**config.mk**
```make
export PLATFORM = sky130hd
export DESIGN_NAME = footprint_grid_cell_enumerator
export DESIGN_NICKNAME = d
export VERILOG_FILES = /design/src/rtl/fgce_pkg.sv /design/src/rtl/fgce_div.sv /design/src/rtl/fgce_front.sv /design/src/rtl/fgce_back.sv /design/src/rtl/footprint_grid_cell_enumerator.sv
export SDC_FILE = /design/constraint.sdc
export NUM_CORES = 2
export LEC_CHECK = 0
export ABC_CLOCK_PERIOD_IN_PS = 63000
export BUFFER_PORTS_ARGS = -buffer_cell sky130_fd_sc_hd__buf_2
export CAP_MARGIN = 20
export CORE_MARGIN = 2
export CORE_UTILIZATION = 24
export CTS_CLUSTER_DIAMETER = 80
export DETAILED_ROUTE_END_ITERATION = 6
export PLACE_DENSITY = 0.41
export SLEW_MARGIN = 10
export SYNTH_ARGS = -nofsm -noshare
export SYNTH_HDL_FRONTEND = slang
export SYNTH_HIERARCHICAL = 1
export SYNTH_SLANG_ARGS = --single-unit
export TNS_END_PERCENT = 30
```
**constraint.sdc**
```tcl
create_clock -name i_clk -period 63 [get_ports i_clk]
set_clock_uncertainty 0.1 [all_clocks]
set_input_delay 9.45 -clock i_clk [delete_from_list [all_inputs] [get_ports i_clk]]
set_output_delay 9.45 -clock i_clk [all_outputs]
set_load 0.01 [all_outputs]
```
**src/rtl/fgce_pkg.sv**
```systemverilog
// Shared types and constants for the footprint grid cell enumerator.
`timescale 1ns / 1ps
`default_nettype none
package fgce_pkg;
    localparam int unsigned CoordW = 64;
    localparam int unsigned CellW  = 32;
    localparam int unsigned HandleW = 32;

    localparam logic [1:0] CfgCellSize = 2'd0;
    localparam logic [1:0] CfgOriginX  = 2'd1;
    localparam logic [1:0] CfgOriginY  = 2'd2;

    // Job handed from the front part to the enumerator.
    typedef struct packed {
        logic signed [CellW-1:0] min_x;
        logic signed [CellW-1:0] min_y;
        logic [3:0]              span_x;
        logic [3:0]              span_y;
        logic [HandleW-1:0]      owner_index;
        logic [HandleW-1:0]      owner_generation;
        logic                    clipped;
    } t_job;
endpackage
`default_nettype wire

```
**src/rtl/fgce_div.sv**
```systemverilog
// Sequential signed floor divider, one quotient bit per cycle, 32-bit low quotient out.
`timescale 1ns / 1ps
`default_nettype none
module fgce_div (
    input  wire logic                               i_clk,
    input  wire logic                               i_rst_n,
    input  wire logic                               i_start,
    input  wire logic signed [fgce_pkg::CoordW-1:0] i_num,
    input  wire logic signed [fgce_pkg::CoordW-1:0] i_den,
    output logic                                    o_done,
    output logic signed [fgce_pkg::CellW-1:0]       o_quot
);
    localparam int unsigned W = fgce_pkg::CoordW;

    logic          r_busy;
    logic [6:0]    r_cnt;
    logic [W-1:0]  r_q;
    logic [W:0]    r_rem;
    logic [W-1:0]  r_den;
    logic          r_neg;
    logic          r_done;
    logic [W:0]    n_rem_sh;
    logic [W:0]    n_sub;
    logic [W-1:0]  n_qf;

    // The numerator is taken as a magnitude; the denominator is positive.
    always_comb begin
        n_rem_sh = {r_rem[W-1:0], r_q[W-1]};
        n_sub    = n_rem_sh - {1'b0, r_den};
        // floor: negative with remainder gives -(q+1), else -q
        if (r_neg) begin
            n_qf = (r_rem != '0) ? ~r_q : (~r_q + 1'b1);
        end else begin
            n_qf = r_q;
        end
    end

    always_ff @(posedge i_clk) begin
        if (!i_rst_n) begin
            r_busy <= 1'b0;
            r_done <= 1'b0;
            r_cnt  <= '0;
        end else begin
            r_done <= 1'b0;
            if (i_start) begin
                r_busy <= 1'b1;
                r_cnt  <= 7'(W);
                r_neg  <= i_num[W-1];
                r_q    <= i_num[W-1] ? (~i_num + 1'b1) : i_num;
                r_rem  <= '0;
                r_den  <= i_den;
            end else if (r_busy) begin
                if (!n_sub[W]) begin
                    r_rem <= n_sub;
                    r_q   <= {r_q[W-2:0], 1'b1};
                end else begin
                    r_rem <= n_rem_sh;
                    r_q   <= {r_q[W-2:0], 1'b0};
                end
                r_cnt <= r_cnt - 1'b1;
                if (r_cnt == 7'd1) begin
                    r_busy <= 1'b0;
                    r_done <= 1'b1;
                end
            end
        end
    end

    // Result is registered once more so the floor correction sits off the loop.
    logic r_out_done;
    logic signed [fgce_pkg::CellW-1:0] r_quot;
    always_ff @(posedge i_clk) begin
        if (!i_rst_n) begin
            r_out_done <= 1'b0;
        end else begin
            r_out_done <= r_done;
        end
        if (r_done) begin
            r_quot <= n_qf[fgce_pkg::CellW-1:0];
        end
    end
    assign o_done = r_out_done;
    assign o_quot = r_quot;
endmodule
`default_nettype wire

```
**src/rtl/fgce_front.sv**
```systemverilog
// Front part: accepts colliders, runs up to four floor divisions, builds an enumeration job.
`timescale 1ns / 1ps
`default_nettype none
module fgce_front #(
    parameter int unsigned MAX_SPAN = 8
) (
    input  wire logic                               i_clk,
    input  wire logic                               i_rst_n,
    input  wire logic                               i_valid,
    output logic                                    o_stall,
    input  wire logic [fgce_pkg::HandleW-1:0]       i_handle_index,
    input  wire logic [fgce_pkg::HandleW-1:0]       i_handle_generation,
    input  wire logic signed [fgce_pkg::CoordW-1:0] i_pos_x,
    input  wire logic signed [fgce_pkg::CoordW-1:0] i_pos_y,
    input  wire logic signed [fgce_pkg::CoordW-1:0] i_bound_radius,
    input  wire logic signed [fgce_pkg::CoordW-1:0] i_cell_size,
    input  wire logic signed [fgce_pkg::CoordW-1:0] i_origin_x,
    input  wire logic signed [fgce_pkg::CoordW-1:0] i_origin_y,
    output logic                                    o_job_valid,
    output fgce_pkg::t_job                          o_job,
    input  wire logic                               i_job_full
);
    localparam int unsigned W = fgce_pkg::CoordW;
    localparam int unsigned C = fgce_pkg::CellW;
    localparam logic [2:0] S_IDLE = 3'd0;
    localparam logic [2:0] S_DIV  = 3'd1;
    localparam logic [2:0] S_WAIT = 3'd2;
    localparam logic [2:0] S_EVAL = 3'd3;
    localparam logic [2:0] S_PUSH = 3'd4;

    logic [2:0]          r_state;
    logic [1:0]          r_step;
    logic [W-1:0]        r_px, r_py, r_rad, r_size, r_ox, r_oy;
    logic                r_center;
    logic [C-1:0]        r_res [4];
    logic [fgce_pkg::HandleW-1:0] r_idx, r_gen;
    fgce_pkg::t_job      r_job;
    logic                r_keep;

    logic                n_start;
    logic signed [W-1:0] n_num;
    logic                div_done;
    logic signed [C-1:0] div_q;
    logic [W-1:0]        n_coord;

    // Step order: min x, max x, min y, max y.
    always_comb begin
        unique case (r_step)
            2'd0: n_coord = r_center ? r_px : r_px - r_rad;
            2'd1: n_coord = r_px + r_rad;
            2'd2: n_coord = r_center ? r_py : r_py - r_rad;
            default: n_coord = r_py + r_rad;
        endcase
        n_num   = n_coord - (r_step[1] ? r_oy : r_ox);
        n_start = (r_state == S_DIV);
    end

    fgce_div u_div (
        .i_clk   (i_clk),
        .i_rst_n (i_rst_n),
        .i_start (n_start),
        .i_num   (n_num),
        .i_den   (r_size),
        .o_done  (div_done),
        .o_quot  (div_q)
    );

    // Span evaluation from the registered quotients.
    logic signed [C:0] n_dx, n_dy;
    logic              n_clip_x, n_clip_y;
    always_comb begin
        n_dx = {r_res[1][C-1], r_res[1]} - {r_res[0][C-1], r_res[0]};
        n_dy = {r_res[3][C-1], r_res[3]} - {r_res[2][C-1], r_res[2]};
        n_clip_x = n_dx >= (C+1)'(MAX_SPAN);
        n_clip_y = n_dy >= (C+1)'(MAX_SPAN);
    end

    always_ff @(posedge i_clk) begin
        if (!i_rst_n) begin
            r_state <= S_IDLE;
            r_step  <= '0;
            r_keep  <= 1'b0;
        end else begin
            unique case (r_state)
                S_IDLE: begin
                    if (i_valid) begin
                        r_px     <= i_pos_x;
                        r_py     <= i_pos_y;
                        r_rad    <= i_bound_radius;
                        r_center <= (i_bound_radius <= 0);
                        r_size   <= i_cell_size;
                        r_ox     <= i_origin_x;
                        r_oy     <= i_origin_y;
                        r_idx    <= i_handle_index;
                        r_gen    <= i_handle_generation;
                        r_step   <= '0;
                        r_state  <= (i_cell_size > 0) ? S_DIV : S_IDLE;
                    end
                end
                S_DIV: r_state <= S_WAIT;
                S_WAIT: begin
                    if (div_done) begin
                        r_res[r_step] <= div_q;
                        if (r_center && r_step == 2'd0) begin
                            r_res[1] <= div_q;
                        end
                        if (r_center && r_step == 2'd2) begin
                            r_res[3] <= div_q;
                        end
                        if (r_step == 2'd3 || (r_center && r_step == 2'd2)) begin
                            r_state <= S_EVAL;
                        end else begin
                            r_step  <= r_center ? 2'd2 : r_step + 2'd1;
                            r_state <= S_DIV;
                        end
                    end
                end
                S_EVAL: begin
                    r_keep               <= !n_dx[C] && !n_dy[C];
                    r_job.min_x          <= r_res[0];
                    r_job.min_y          <= r_res[2];
                    r_job.span_x         <= n_clip_x ? 4'(MAX_SPAN) : 4'(n_dx) + 4'd1;
                    r_job.span_y         <= n_clip_y ? 4'(MAX_SPAN) : 4'(n_dy) + 4'd1;
                    r_job.clipped        <= n_clip_x || n_clip_y;
                    r_job.owner_index    <= r_idx;
                    r_job.owner_generation <= r_gen;
                    r_state              <= S_PUSH;
                end
                S_PUSH: begin
                    if (!r_keep || !i_job_full) begin
                        r_state <= S_IDLE;
                    end
                end
                default: r_state <= S_IDLE;
            endcase
        end
    end

    assign o_stall     = (r_state != S_IDLE);
    assign o_job_valid = (r_state == S_PUSH) && r_keep && !i_job_full;
    assign o_job       = r_job;
endmodule
`default_nettype wire

```
**src/rtl/fgce_back.sv**
```systemverilog
// Back part: two-entry job queue and the row-major cell enumerator with output register.
`timescale 1ns / 1ps
`default_nettype none
module fgce_back (
    input  wire logic                          i_clk,
    input  wire logic                          i_rst_n,
    input  wire logic                          i_job_valid,
    input  wire fgce_pkg::t_job                i_job,
    output logic                               o_job_full,
    output logic                               o_valid,
    input  wire logic                          i_stall,
    output logic signed [fgce_pkg::CellW-1:0]  o_cell_x,
    output logic signed [fgce_pkg::CellW-1:0]  o_cell_y,
    output logic [fgce_pkg::HandleW-1:0]       o_owner_index,
    output logic [fgce_pkg::HandleW-1:0]       o_owner_generation,
    output logic                               o_span_clipped,
    output logic                               o_last_cell
);
    fgce_pkg::t_job r_q [2];
    logic           r_wp, r_rp;
    logic [1:0]     r_cnt;
    logic [3:0]     r_i, r_j;
    logic           r_ov;
    logic           n_pop, n_load;
    logic           n_last;
    fgce_pkg::t_job n_head;

    assign n_head = r_q[r_rp];
    assign n_last = (r_i == n_head.span_x - 4'd1) && (r_j == n_head.span_y - 4'd1);
    assign n_load = (r_cnt != 2'd0) && (!r_ov || !i_stall);
    assign n_pop  = n_load && n_last;
    assign o_job_full = (r_cnt == 2'd2);

    always_ff @(posedge i_clk) begin
        if (!i_rst_n) begin
            r_wp  <= 1'b0;
            r_rp  <= 1'b0;
            r_cnt <= '0;
            r_i   <= '0;
            r_j   <= '0;
            r_ov  <= 1'b0;
        end else begin
            if (i_job_valid) begin
                r_q[r_wp] <= i_job;
                r_wp      <= ~r_wp;
            end
            r_cnt <= r_cnt + {1'b0, i_job_valid} - {1'b0, n_pop};
            if (r_ov && !i_stall) begin
                r_ov <= 1'b0;
            end
            if (n_load) begin
                r_ov               <= 1'b1;
                o_cell_x           <= n_head.min_x + 32'(r_i);
                o_cell_y           <= n_head.min_y + 32'(r_j);
                o_owner_index      <= n_head.owner_index;
                o_owner_generation <= n_head.owner_generation;
                o_span_clipped     <= n_head.clipped;
                o_last_cell        <= n_last;
                if (n_last) begin
                    r_i  <= '0;
                    r_j  <= '0;
                    r_rp <= ~r_rp;
                end else if (r_i == n_head.span_x - 4'd1) begin
                    r_i <= '0;
                    r_j <= r_j + 4'd1;
                end else begin
                    r_i <= r_i + 4'd1;
                end
            end
        end
    end
    assign o_valid = r_ov;
endmodule
`default_nettype wire

```
**src/rtl/footprint_grid_cell_enumerator.sv**
```systemverilog
// Top level of the footprint grid cell enumerator.
`timescale 1ns / 1ps
`default_nettype none
// Takes one collider request at a time (handle, Q32.32 centre and radius) and emits one
// result request per covered grid cell, row-major with y outer and x inner, with last_cell
// on the final one, at most MAX_SPAN cells per axis. The front part runs up to four floor
// divisions, one after another, on a shared one-bit-per-cycle divider (two in the
// centre-cell case, four for a positive radius); the collider's job then enters a
// two-entry queue, and the back part emits one cell per cycle while the output is not
// stalled. The input stalls while the front works on a collider. A cell size at or below
// zero drops the collider at the accepting edge, and the input is free again in the next
// cycle. Configuration writes are always ready and must only be made while the block is
// idle.
module footprint_grid_cell_enumerator #(
    parameter int unsigned MAX_SPAN = 8
) (
    input  wire logic                               i_clk,
    input  wire logic                               i_rst_n,
    input  wire logic                               i_valid,
    output logic                                    o_stall,
    input  wire logic [fgce_pkg::HandleW-1:0]       i_handle_index,
    input  wire logic [fgce_pkg::HandleW-1:0]       i_handle_generation,
    input  wire logic signed [fgce_pkg::CoordW-1:0] i_pos_x,
    input  wire logic signed [fgce_pkg::CoordW-1:0] i_pos_y,
    input  wire logic signed [fgce_pkg::CoordW-1:0] i_bound_radius,
    input  wire logic                               i_cfg_valid,
    output logic                                    o_cfg_ready,
    input  wire logic [1:0]                         i_cfg_index,
    input  wire logic [fgce_pkg::CoordW-1:0]        i_cfg_data,
    output logic                                    o_valid,
    input  wire logic                               i_stall,
    output logic signed [fgce_pkg::CellW-1:0]       o_cell_x,
    output logic signed [fgce_pkg::CellW-1:0]       o_cell_y,
    output logic [fgce_pkg::HandleW-1:0]            o_owner_index,
    output logic [fgce_pkg::HandleW-1:0]            o_owner_generation,
    output logic                                    o_span_clipped,
    output logic                                    o_last_cell
);
    // Configuration registers; reset to zero, which disables output.
    logic signed [fgce_pkg::CoordW-1:0] r_cell_size, r_origin_x, r_origin_y;

    assign o_cfg_ready = 1'b1;

    always_ff @(posedge i_clk) begin
        if (!i_rst_n) begin
            r_cell_size <= '0;
            r_origin_x  <= '0;
            r_origin_y  <= '0;
        end else if (i_cfg_valid) begin
            unique case (i_cfg_index)
                fgce_pkg::CfgCellSize: r_cell_size <= i_cfg_data;
                fgce_pkg::CfgOriginX:  r_origin_x  <= i_cfg_data;
                fgce_pkg::CfgOriginY:  r_origin_y  <= i_cfg_data;
                default: ;
            endcase
        end
    end

    logic           job_valid, job_full;
    fgce_pkg::t_job job;

    fgce_front #(.MAX_SPAN(MAX_SPAN)) u_front (
        .i_clk               (i_clk),
        .i_rst_n             (i_rst_n),
        .i_valid             (i_valid),
        .o_stall             (o_stall),
        .i_handle_index      (i_handle_index),
        .i_handle_generation (i_handle_generation),
        .i_pos_x             (i_pos_x),
        .i_pos_y             (i_pos_y),
        .i_bound_radius      (i_bound_radius),
        .i_cell_size         (r_cell_size),
        .i_origin_x          (r_origin_x),
        .i_origin_y          (r_origin_y),
        .o_job_valid         (job_valid),
        .o_job               (job),
        .i_job_full          (job_full)
    );

    fgce_back u_back (
        .i_clk              (i_clk),
        .i_rst_n            (i_rst_n),
        .i_job_valid        (job_valid),
        .i_job              (job),
        .o_job_full         (job_full),
        .o_valid            (o_valid),
        .i_stall            (i_stall),
        .o_cell_x           (o_cell_x),
        .o_cell_y           (o_cell_y),
        .o_owner_index      (o_owner_index),
        .o_owner_generation (o_owner_generation),
        .o_span_clipped     (o_span_clipped),
        .o_last_cell        (o_last_cell)
    );

`ifndef ASSERT_OFF
    // The queue never takes a job while it is full.
    a_no_overflow: assert property (@(posedge i_clk) disable iff (!i_rst_n)
        job_full |-> !job_valid) else $error("job queue overflow");
    // A result held under stall keeps its last-cell flag.
    a_hold_last: assert property (@(posedge i_clk) disable iff (!i_rst_n)
        (o_valid && i_stall) |=> $stable(o_last_cell)) else $error("last flag moved");
    // A job enters only while the front is busy with a collider.
    a_job_busy: assert property (@(posedge i_clk) disable iff (!i_rst_n)
        job_valid |-> o_stall) else $error("job without collider");
`endif
endmodule
`default_nettype wire
```
Word-level counts from Yosys, hierarchy flattened
Memory sizes are Yosys's and may differ from the RTL's. A register that Yosys moved wholly into a read port is not among the register bits.
Cells that the tools add are included.
- magnitude comparators: 4
- shifts and indexed selects: 0
- eq/ne operators: 17
- mux-type cells: 57
- $add $sub $neg: 22
- multiply operators: 0
- div/mod/pow operators: 0
- reductions and logical operators: 44
- bitwise gates (word level): 6
- operators with widths (cell ; number):
    $mux 64 ; 6
    $pmux 64 s3 ; 1
    $sub 64x64->64 ; 3
    $mux 65 ; 2
    $add 64x64->64 ; 2
    $mux 32 ; 3
    $ge 33x4->1 const B ; 2
    $sub 32x32->33 ; 2
    $reduce_bool 65->1 ; 1
    $sub 65x64->65 ; 1
    $add 32x4->32 ; 2
    $add 64x1->64 const B ; 1
    $gt 64x1->1 const B ; 1
    $le 64x1->1 const B ; 1
    $not 64->64 ; 1
    $add 32x1->32 const B ; 1
    $not 32->32 ; 1
    $reduce_or 32->1 ; 1
    $mux 1 ; 28
    $reduce_and 2->1 ; 9
    $add 4x1->4 const B ; 4
    $mux 4 ; 4
    $pmux 3 s5 ; 1
    $mux 7 ; 2
    other kinds (29) ; 70
- word-level logic and storage cells: 196
- memory bits (read-only): 0
- memories: 2
- bits in latches: 0
- RAM bits: 402
- register bits after elaboration: 1163
- memory list (memory ; words ; width ; read ports ; clocked after Yosys merged registers in ; write ports ; RTL line ; text):
    u_back.r_q ; 2 ; 137 ; 1 ; 1 ; 1 ; fgce_back.sv:19 ; fgce_pkg::t_job r_q [2];
    u_front.r_res ; 4 ; 32 ; 4 ; 0 ; 2 ; fgce_front.sv:35 ; logic [C-1:0] r_res [4];

Depth between registers and ports, before layout
- word-level depth: 9
- gate-level depth with buffers: 43
- mapped depth without buffers: 38

Modules after synthesis
The synthesis kept the hierarchy.
- by module, submodules not included (module ; cells each ; times used ; area an instance (sq um)):
    fgce_front ; 4150 ; 1 ; 44397.6
    fgce_back ; 927 ; 1 ; 16368.2
    fgce_div ; 1571 ; 1 ; 14960.6
    footprint_grid_cell_enumerator ; 694 ; 1 ; 7185.6

Worst setup path after synthesis
OpenSTA, ideal clock, no wires.
- kind: in2reg
- from: input i_valid
- to: register u_front.r_center (enable)
- data required time: 61.630 ns
- cell stages on the path: 2
- library setup time: 1.270 ns
- path slack: 33.485 ns
- data arrival time: 28.146 ns
- path buffers: 0
- path through: nand2b_1 -> nor2_1
- longest elaborated chain between the ends: 1
- RTL lines (what ; RTL line ; text):
    start, declared ; footprint_grid_cell_enumerator.sv:19 ; input wire logic i_valid,
    $reduce_and 3->1 (no line) ; - ;
    end signal, assigned ; fgce_front.sv:90 ; r_center <= (i_bound_radius <= 0);
    end, declared ; fgce_front.sv:34 ; logic r_center;
Every way passes these cells.
A chain may end at the register's enable or synchronous reset.

Worst setup path after layout
- from: input i_rst_n
- to: register u_front.r_size[42] (enable)
- longest elaborated chain between the ends: 1
- RTL lines (what ; RTL line ; text):
    start, declared ; footprint_grid_cell_enumerator.sv:18 ; input wire logic i_rst_n,
    $reduce_and 3->1 (no line) ; - ;
    end signal, assigned ; fgce_front.sv:91 ; r_size <= i_cell_size;
    end, declared ; fgce_front.sv:33 ; logic [W-1:0] r_px, r_py, r_rad, r_size, r_ox, r_oy;
Every way passes these cells.

==> implementation parameters <==
Parameter                              Value

Critical path
  Data arrival at the endpoint of the critical path    12760 ps
  Kind of critical path    input port to register
  Kind of end point of the critical path    register
  WP data required    around 63000 ps
  Kind of launch point of the worst setup path    input port
  Critical path peak fanout    152

Routing
  Remaining DRCs    0
  Top routing layer in use    met5
  Drt first-iter violations    4339
  Routed wl met2    ~130000 microns
  Total wirelength of the detailed-routed design    276000 microns
  Count of TritonRoute iterations in the first routing pass    6
  Met1 WL    125000 microns
  Number of vias per cell after detailed routing    around 4.8
  Met3 Wirelength    13100 microns
  Detail-routed net length per standard cell    ~22 microns
  Antenna-violating nets left    0
  Via count    59198

Global route
  Total global-route track usage    0.153
  First-pass GRT wire length    402000 microns
  Pin count of the biggest net entering global routing    155
  Via count of the first global-routing pass    58534
  Antenna violations before repair    34
  Overflow after GRT    0

Finish
  Layout area overhead    16.0%
  Fraction of final layout cells sized beyond drive strength 1    0.132
  Final design instance area without fill    96200 sq um
  FF/Latch Area    44800 sq um
  Commonest cells after routing, fill and taps aside    sky130_fd_sc_hd__edfxtp_1 (1344), sky130_fd_sc_hd__nand2_1 (802), sky130_fd_sc_hd__a21oi_1 (590)
  Filler cells    about 36000
  Net count, final    8479
  Multi-input logic area    35600 sq um
  Most common library cell in the layout ignoring fill and taps    sky130_fd_sc_hd__edfxtp_1

Clocking
  Number of H-tree branching levels    4
  Number of clock sinks    1566
  Latest clock arrival within the worst-skew pair    slightly below 900 ps
  Clock root buffer    sky130_fd_sc_hd__clkbuf_16
  CTS-repair resized insts    0
  Clock slew seen by the registers of the worst setup and hold paths    60 ps
  Clock tree from TritonCTS    done
  CTS Hold Buffers Added    0
  Number of clock buffers inserted by TritonCTS    186
  Number of buffers inserted by post-CTS setup repair    0
  CTS Buffer Depth    4

Synthesis
  Sequential area share after synthesis    0.540
  Share of Yosys cell area claimed by the top area cell type    0.487
  Post-synthesis cell type count    117
  Library cell with the largest summed area after synthesis    sky130_fd_sc_hd__edfxtp_1
  Area of the mapped netlist    82900 sq um
  Count of state elements after synthesis    roughly 1600
  Synthesized Nets    8083
  Share of flip-flops with an asynchronous set or reset    0
  Commonest register cell after synthesis    sky130_fd_sc_hd__edfxtp_1
  Biggest area contributors in the synthesized netlist    sky130_fd_sc_hd__edfxtp_1 (49%), sky130_fd_sc_hd__ha_1 (6.1%), sky130_fd_sc_hd__dfxtp_1 (5.4%)
  Gate count after technology mapping    7342
  Synth Area per Inst    11.3 sq um
  Syn. warnings    6
  Number of enable-type register cells in the synthesized netlist    between 1000 and 1500

Power and ir drop
  Peak supply drop    0.0000194 V
  Internal Power    1940 uW
  Leakage power total    0.0356 uW
  Part of the total power dissipated in combinational logic    0.170
  Overall power consumption    between 2000 and 3000 uW
  Fraction of power spent switching nets    0.283
  Sequential fraction of design power    0.438
  Net switching power of the design    roughly 770 uW
  Power per Cell Area    28.1 nW/um^2
  Fraction of power consumed by the clock network    0.392

STA
  Worst rel slew slack    0.263
  Setup total negative slack    0 ps
  Crit path time final    12370 ps
  F_max    a little over 80 MHz
  Period utilization    0.196
  Max-slew violation count    0
  Final count of negative-setup-slack endpoints    0
  Hold violation count in the final report    0
  RSZ-0062 raised after global routing    false
  Worst slew pin tran    ~1100 ps

Floorplan
  Boundary Pins    460
  Count of standard-cell rows    ~220
  Initial Utilization    0.241
  Die height    592 microns
  Placeable core area    344000 sq um
  Full die area    350000 sq um
  Die Wd    592 microns

Placement
  IO Port Bufs    ~460
  DP Wirelength    between 200000 and 250000 microns
  Placement-stage cell area    90100 sq um
  GP Congestion    0.897

Run status
  Result of the run    finished clean

Flow run
  Maxcap violations    0

Hold path
  Worst min-delay path category    register to register
## worst paths after layout
check | startpoint | endpoint | slack (ps) | cells past startpoint
setup / recovery | i_rst_n | u_front/r_size[42]$_DFFE_PP_ | 50630 | 6
hold / removal | r_origin_y[24]$_SDFFE_PN0P_ | u_front/r_oy[24]$_DFFE_PP_ | 250 | 0
setup reg to reg | u_front/r_step[1]$_SDFFE_PN0P_ | u_front/u_div/r_q[56]$_DFFE_PP_ | 52320 | 32
hold reg to reg | r_origin_y[24]$_SDFFE_PN0P_ | u_front/r_oy[24]$_DFFE_PP_ | 250 | 0
## through the flow
stage / utilization / std cells / hold slack [ps] / setup slack [ps]
final: 0.280 / 12458 / 251 / 50630
after global routing: 0.280 / 12454 / 263 / 50370
after CTS: 0.280 / 12448 / 245 / 50600
after detailed placement: 0.262 / 12104 / 305 / 49620
after global placement: 0.262 / 12103 / 301 / 49680
after floorplan: - / 7342 / 300 / 33480
## state kept, by name (all words and copies together), names as in the netlist, 65 cells and up, named ones only
register             count
u_front/o_job          137
u_back/r_q             274
u_front/r_res          128
u_front/u_div/r_rem     65
## kinds of logic after synthesis
family          count (synthesis)  synth area share
compound gates               1818             0.141
xor+xnor                      494            0.0522
fa+ha+maj                     414            0.0633
buf+inv                       637            0.0325
flops                        1566             0.540
mux                           470            0.0589
other cells                     1         0.0000452
simple gates                 1942             0.112
## worst max-delay path, cell delays in order
cell and delay [ps]:
sky130_fd_sc_hd__buf_8 310, sky130_fd_sc_hd__nand2_1 210, sky130_fd_sc_hd__nor2_4 170, sky130_fd_sc_hd__buf_12 670, sky130_fd_sc_hd__buf_4 840, sky130_fd_sc_hd__buf_4 750
## cells in the mapped netlist, types with 65 or more instances
library cell	count
sky130_fd_sc_hd__mux2_2	144
sky130_fd_sc_hd__dfxtp_1	222
sky130_fd_sc_hd__a21oi_1	590
sky130_fd_sc_hd__xor2_1	230
sky130_fd_sc_hd__mux2i_1	325
sky130_fd_sc_hd__nor3_1	87
sky130_fd_sc_hd__a21o_1	226
sky130_fd_sc_hd__nand3_1	136
sky130_fd_sc_hd__edfxtp_1	1344
sky130_fd_sc_hd__xnor2_1	264
sky130_fd_sc_hd__nand2_1	802
sky130_fd_sc_hd__inv_1	320
sky130_fd_sc_hd__ha_1	405
sky130_fd_sc_hd__o21ai_0	332
sky130_fd_sc_hd__nor2_1	354
sky130_fd_sc_hd__clkbuf_1	220
sky130_fd_sc_hd__nor2b_1	65
sky130_fd_sc_hd__nor4_1	76
sky130_fd_sc_hd__nand4_1	101
## layout make-up
class / count / area share
sequential: 1566 / 0.466
multi-input combinational: 5139 / 0.370
tap: 4557 / 0.0593
clock buffer: 238 / 0.0520
timing repair buffer: 522 / 0.0298
inverter: 323 / 0.0126
clock inverter: 106 / 0.0104
antenna: 7 / 0.000182
## power groups by stage
stage / logic [uW] / clock network (uW) / registers, uW
finish: 459 / 1060 / 1190
global route: 508 / 1140 / 1190
CTS: 462 / 1100 / 1190
detailed placement: 459 / 0 / 1210
global placement: 458 / 0 / 1210
floorplan: 322 / 0 / 1210
## per-layer routing
layer	track usage	vias up
met4	0.0457	16
met1	0.204	29032
li1	-	28183
met2	0.256	1637
met3	0.0201	330
met5	0	-
Note: power is estimated with default switching activity, not from simulation.
